$ cat config.mk
export PLATFORM = sky130hd
export DESIGN_NAME = alls_cfg_regs
export DESIGN_NICKNAME = d
export VERILOG_FILES = /design/src/sv/alls_pkg.sv /design/src/sv/alls_cfg_regs.sv
export SDC_FILE = /design/constraint.sdc
export NUM_CORES = 1
export LEC_CHECK = 0
export ABC_AREA = 0
export BUFFER_PORTS_ARGS = -buffer_cell sky130_fd_sc_hd__buf_2
export CORE_UTILIZATION = 40
export CTS_CLUSTER_DIAMETER = 100
export DETAILED_ROUTE_END_ITERATION = 16
export PLACE_DENSITY_LB_ADDON = 0.1
export SYNTH_ARGS = -nofsm -noshare
export SYNTH_HDL_FRONTEND = slang
export SYNTH_SLANG_ARGS = --single-unit
$ cat constraint.sdc
create_clock -name clk_i -period 3.2 [get_ports clk_i]
set_input_delay 0.64 -clock clk_i [delete_from_list [all_inputs] [get_ports clk_i]]
set_output_delay 0.64 -clock clk_i [all_outputs]
set_load 0.03 [all_outputs]
$ cat src/sv/alls_pkg.sv
// ----------------------------------------------------------------------------
// alls_pkg
// shared types and constants of the adaptive light level slicer
// ----------------------------------------------------------------------------
package alls_pkg;

  localparam int unsigned SampleW   = 10;
  localparam int unsigned ElapsedW  = 16;
  localparam int unsigned FracW     = 16;
  localparam int unsigned AccW      = SampleW + FracW;  // Q10.16
  localparam int unsigned LowW      = 20;
  localparam int unsigned ShiftW    = 5;
  localparam int unsigned ContrastW = 10;
  localparam int unsigned LimitW    = 20;

  localparam int unsigned InDataW   = 32;  // sample + elapsed, padded to bytes
  localparam int unsigned OutDataW  = 24;  // level_high + timed_out + low_time
  localparam int unsigned AddrW     = 4;
  localparam int unsigned RegDataW  = 32;

  localparam logic [ShiftW-1:0]    EaseShiftReset    = ShiftW'(10);
  localparam logic [ContrastW-1:0] ContrastMinReset  = ContrastW'(50);
  localparam logic [LimitW-1:0]    TimeoutLimitReset = LimitW'(1000);

  localparam logic [ShiftW-1:0]    ShiftMin = ShiftW'(1);
  localparam logic [ShiftW-1:0]    ShiftMax = ShiftW'(16);

  // register index, taken from paddr[3:2]
  typedef enum logic [1:0] {
    REG_EASE_SHIFT    = 2'd0,
    REG_CONTRAST_MIN  = 2'd1,
    REG_TIMEOUT_LIMIT = 2'd2
  } alls_reg_e;

  typedef struct packed {
    logic [ShiftW-1:0]    ease_shift;
    logic [ContrastW-1:0] contrast_min;
    logic [LimitW-1:0]    timeout_limit;
  } alls_cfg_t;

  typedef struct packed {
    logic [LowW-1:0] low_time;
    logic            timed_out;
    logic            level_high;
  } alls_res_t;

endpackage

$ cat src/sv/alls_cfg_regs.sv
// ----------------------------------------------------------------------------
// alls_cfg_regs
// apb register file holding the slicer settings
// ----------------------------------------------------------------------------
module alls_cfg_regs import alls_pkg::*; (
  input  logic                clk_i,
  input  logic                rst_ni,
  input  logic                psel,
  input  logic                penable,
  input  logic                pwrite,
  input  logic [AddrW-1:0]    paddr,
  input  logic [RegDataW-1:0] pwdata,
  output logic [RegDataW-1:0] prdata,
  output logic                pready,
  output alls_cfg_t           cfg_o
);

  alls_cfg_t cfg_q, cfg_d;
  logic      wr_en;
  alls_reg_e reg_idx;

  assign pready  = 1'b1;
  assign wr_en   = psel & penable & pwrite;
  assign reg_idx = alls_reg_e'(paddr[3:2]);

  always_comb begin
    cfg_d = cfg_q;
    if (wr_en) begin
      unique case (reg_idx)
        REG_EASE_SHIFT:    cfg_d.ease_shift    = pwdata[ShiftW-1:0];
        REG_CONTRAST_MIN:  cfg_d.contrast_min  = pwdata[ContrastW-1:0];
        REG_TIMEOUT_LIMIT: cfg_d.timeout_limit = pwdata[LimitW-1:0];
        default:           cfg_d = cfg_q;  // unmapped, ignored
      endcase
    end
  end

  always_comb begin
    unique case (reg_idx)
      REG_EASE_SHIFT:    prdata = RegDataW'(cfg_q.ease_shift);
      REG_CONTRAST_MIN:  prdata = RegDataW'(cfg_q.contrast_min);
      REG_TIMEOUT_LIMIT: prdata = RegDataW'(cfg_q.timeout_limit);
      default:           prdata = '0;
    endcase
  end

  always_ff @(posedge clk_i or negedge rst_ni) begin
    if (!rst_ni) begin
      cfg_q.ease_shift    <= EaseShiftReset;
      cfg_q.contrast_min  <= ContrastMinReset;
      cfg_q.timeout_limit <= TimeoutLimitReset;
    end else begin
      cfg_q <= cfg_d;
    end
  end

  assign cfg_o = cfg_q;

endmodule

* Word-level counts from Yosys, hierarchy flattened *
Cells that the tools add are included.

word-level totals
  logic and storage cells = 12
  output and inout port bits = 68
  bits in registers = 35
  bits of input ports = 41

cells by class
  mux-type cells = 1
  reduce and logical (&&, ||, !) cells = 4
  bitwise gates (word level) = 2
  eq/ne operators = 2

operators by type and width
  cell                                                  number
  case mux 20 bit (3 select lines)                      1
  AND reduction 2 bit                                   3
  AND 1 bit                                             2
  equality test 2 x 1 -> 1 bit (second input constant)  1
  equality test 2 bit (second input constant)           1
  logical NOT 2 bit                                     1

* Logic depth before layout (Yosys ltp) *
  word-level depth = 3
  mapped depth = 5
  gate-level depth less buffers = 3

* Worst setup path after synthesis *
Ideal clock, no wire load.

  kind = input to output
  from = in paddr[3]
  to = out prdata[0]
  setup slack = 0.961 ns
  arrival = 1.599 ns
  data required time = 2.560 ns
  path buffers = 2
  stages = 5
  cell sequence = clkbuf_2 -> nor2b_1 -> clkbuf_1 -> nand2_1 -> o21ai_0

between the ends
  word-level cells in the longest chain between the ends = 2
  elaborated cells between the ends (all ways) = 4
  classes of those cells = 2 x eq/ne; 1 x mux; 1 x reduce/logical

RTL lines
  what                                         RTL line             source
  start: declaration                           alls_cfg_regs.sv:11  input logic [AddrW-1:0] paddr,
  equality test 2 bit (tied with other cells)  alls_cfg_regs.sv:39  unique case (reg_idx)
  case mux 20 bit (3 select lines) (*)         alls_cfg_regs.sv:39
  end: declaration                             alls_cfg_regs.sv:13  output logic [RegDataW-1:0] prdata,

Every way passes the cells marked *; elsewhere a longest branch is shown, timed or not.

* Worst setup path in the final report *
  from = in paddr[2]
  to = out prdata[5]

Same word-level chain as after synthesis.

==> flow_summary.json <==
{
  "drv_cap": 0,
  "rsz0062_at_grt": "no",
  "port_buffers": 81,
  "ys_seq_area_frac": 0.519,
  "vdd_drop_max_v": 0.000429,
  "synthToLayoutAreaGrowth_pct": 30.3,
  "fin_util": 0.551,
  "firstDrtPassIters": 2,
  "critPathCaptureType": "output port",
  "tightest_slew_ns": 0.759,
  "cts_buffer_depth": 2,
  "timing.hold.ws_ns": 0.425,
  "gp_congestion": 0.660,
  "routedWlPerCell_um": 13.8,
  "antenna_cells": 0,
  "worstSkewPairLatency_ns": 0.28,
  "wl_mm": 3.63,
  "synth_edf_count": 0,
  "cp.required_ns": 2.56,
  "finalSetupViolations": 0,
  "power.density_nw_per_um2": 750,
  "status": "finished, final reports clean",
  "fmax_mhz": 432,
  "die_x_um": 67.5,
  "start_kind": "primary input",
  "grt_max_degree": 36,
  "synth-seq-cells": 35,
  "slew_viol_final": 0,
  "arrival_ns": 1.68,
  "dp.final_hpwl_mm": 2.68,
  "synth_ff_type": "dfrtp_1",
  "final-hold-violation-count": 0,
  "finClkSkew_ns": 0,
  "vias": 1242,
  "grt_pass1_wl_mm": 5.46,
  "core_area_um2": 4060,
  "period_minus_slack_ns": 2.32,
  "totalPowerFinal_w": 0.00168,
  "largest_reg_flops": 35,
  "grt_pass1_vias": 1117,
  "finalSetupTns_ns": 0,
  "min_path_type": "in2async",
  "yosysUniqueCellTypes": 20,
  "postCtsHoldBufs": 0,
  "overflow": 0,
  "path_max_fanout": 10,
  "post_cts.repair.setup_buffers": 0,
  "design.die.area_um2": 4550,
  "maxSlewHeadroom": 0.494,
  "syn-mean-instance-area_um2": 13.4,
  "boundaryPins": 109,
  "row_count": 23,
  "yosys_warnings": 0,
  "post-route-period-util": 0.724,
  "p_leak_nw": 1.18,
  "post_cts_resized": 0,
  "critPathKind": "in2out",
  "ant_nets": 0,
  "grt_use_total": 0.168,
  "netlist_instances": 128,
  "numCtsBuffers": 5,
  "layout_common_cells": "buf_2, mux2_2, dfrtp_1",
  "vias_per_cell": 4.74,
  "syn_area_um2": 1720,
  "cts_tree": "built",
  "ys_async_sr_fraction": 1.00,
  "fill_cells": 368,
  "path_clk_slew_ns": 0.07,
  "final_nets": 252,
  "drive_above_1_share": 0.665,
  "cts_root_buffer": "clkbuf_8",
  "htree_levels": 2,
  "die_height_um": 67.5,
  "rr_worst_depth": 1,
  "final_common_cell": "buf_2",
  "cts_sinks": 35,
  "drc": 0,
  "antenna_found_initial": 0,
  "initial_core_util": 0.423,
  "first_iter_violations": 24
}
## layout make-up
type                            count  area (um2)  area share
Clock inverter                      2        35.0      0.0157
Tap cell                           50        62.6      0.0280
Timing Repair Buffer               85         435       0.195
Sequential cell                    35         890       0.398
Clock buffer                        6        82.6      0.0370
Multi-Input combinational cell     84         729       0.326
## logic make-up (layout without fill, tap and decap cells)
kind of cell / count (synthesis) / after routing / share of synthesized area
other cells: 2 / 13 / 0.00438
buf+inv: 20 / 93 / 0.0831
flops: 35 / 35 / 0.519
simple gates: 21 / 21 / 0.0729
mux: 40 / 40 / 0.281
compound gates: 10 / 10 / 0.0401
## power breakdown
part	switching (W)	internal (W)
clock	0.000153	0.000252
sequential	0.0000734	0.000570
combinational	0.000409	0.000219
total	0.000635	0.00104
## Yosys cell counts, types with 2 or more instances
cell / instances / area [um2]
a22o_1: 5 / 43.8
and2_1: 10 / 62.6
buf_2: 2 / 10.0
buf_4: 13 / 97.6
buf_6: 2 / 22.5
clkbuf_1: 2 / 7.51
conb_1: 2 / 7.51
dfrtp_1: 24 / 601
dfstp_2: 11 / 289
mux2_2: 25 / 282
mux2_4: 10 / 150
mux2i_1: 5 / 50.1
nand2_1: 5 / 18.8
nor2b_1: 2 / 12.5
o21ai_0: 5 / 25.0
## layer usage
metal / vias up / GRT usage / wire (um)
met5: - / 0 / 0
li1: 580 / - / -
met3: 2 / 0.0541 / 251
met1: 603 / 0.216 / 1590
met2: 57 / 0.265 / 1780
met4: 0 / 0.0559 / 14
## critical path: stages
cell     delay, ns
buf_2         0.25
nor2b_1       0.40
a22o_1        0.19
buf_2         0.19
## path summary, 6_finish.rpt
path	from	endpoint	slack (ns)
max	paddr[2]	prdata[5]	0.88
min	rst_ni	cfg_o[27]$_DFFE_PN0P_	0.43
max reg2reg	cfg_o[26]$_DFFE_PN0P_	cfg_o[26]$_DFFE_PN0P_	2.42
min reg2reg	cfg_o[11]$_DFFE_PN0P_	cfg_o[11]$_DFFE_PN0P_	0.52
max in group asynchronous	rst_ni	cfg_o[18]$_DFFE_PN0P_	2.29
min in group clk_i	cfg_o[11]$_DFFE_PN0P_	cfg_o[11]$_DFFE_PN0P_	0.52
## per-stage QoR
stage / worst slack [ns] / instance area [um2] / cells
2_1_floorplan: 0.961 / 1760 / 139
3_3_place_gp: 0.914 / 2120 / 254
3_5_place_dp: 0.898 / 2120 / 254
4_1_cts: 0.898 / 2230 / 262
5_1_grt: 0.785 / 2230 / 262
6_report: 0.883 / 2230 / 262
(Power assumes the default switching activity.)
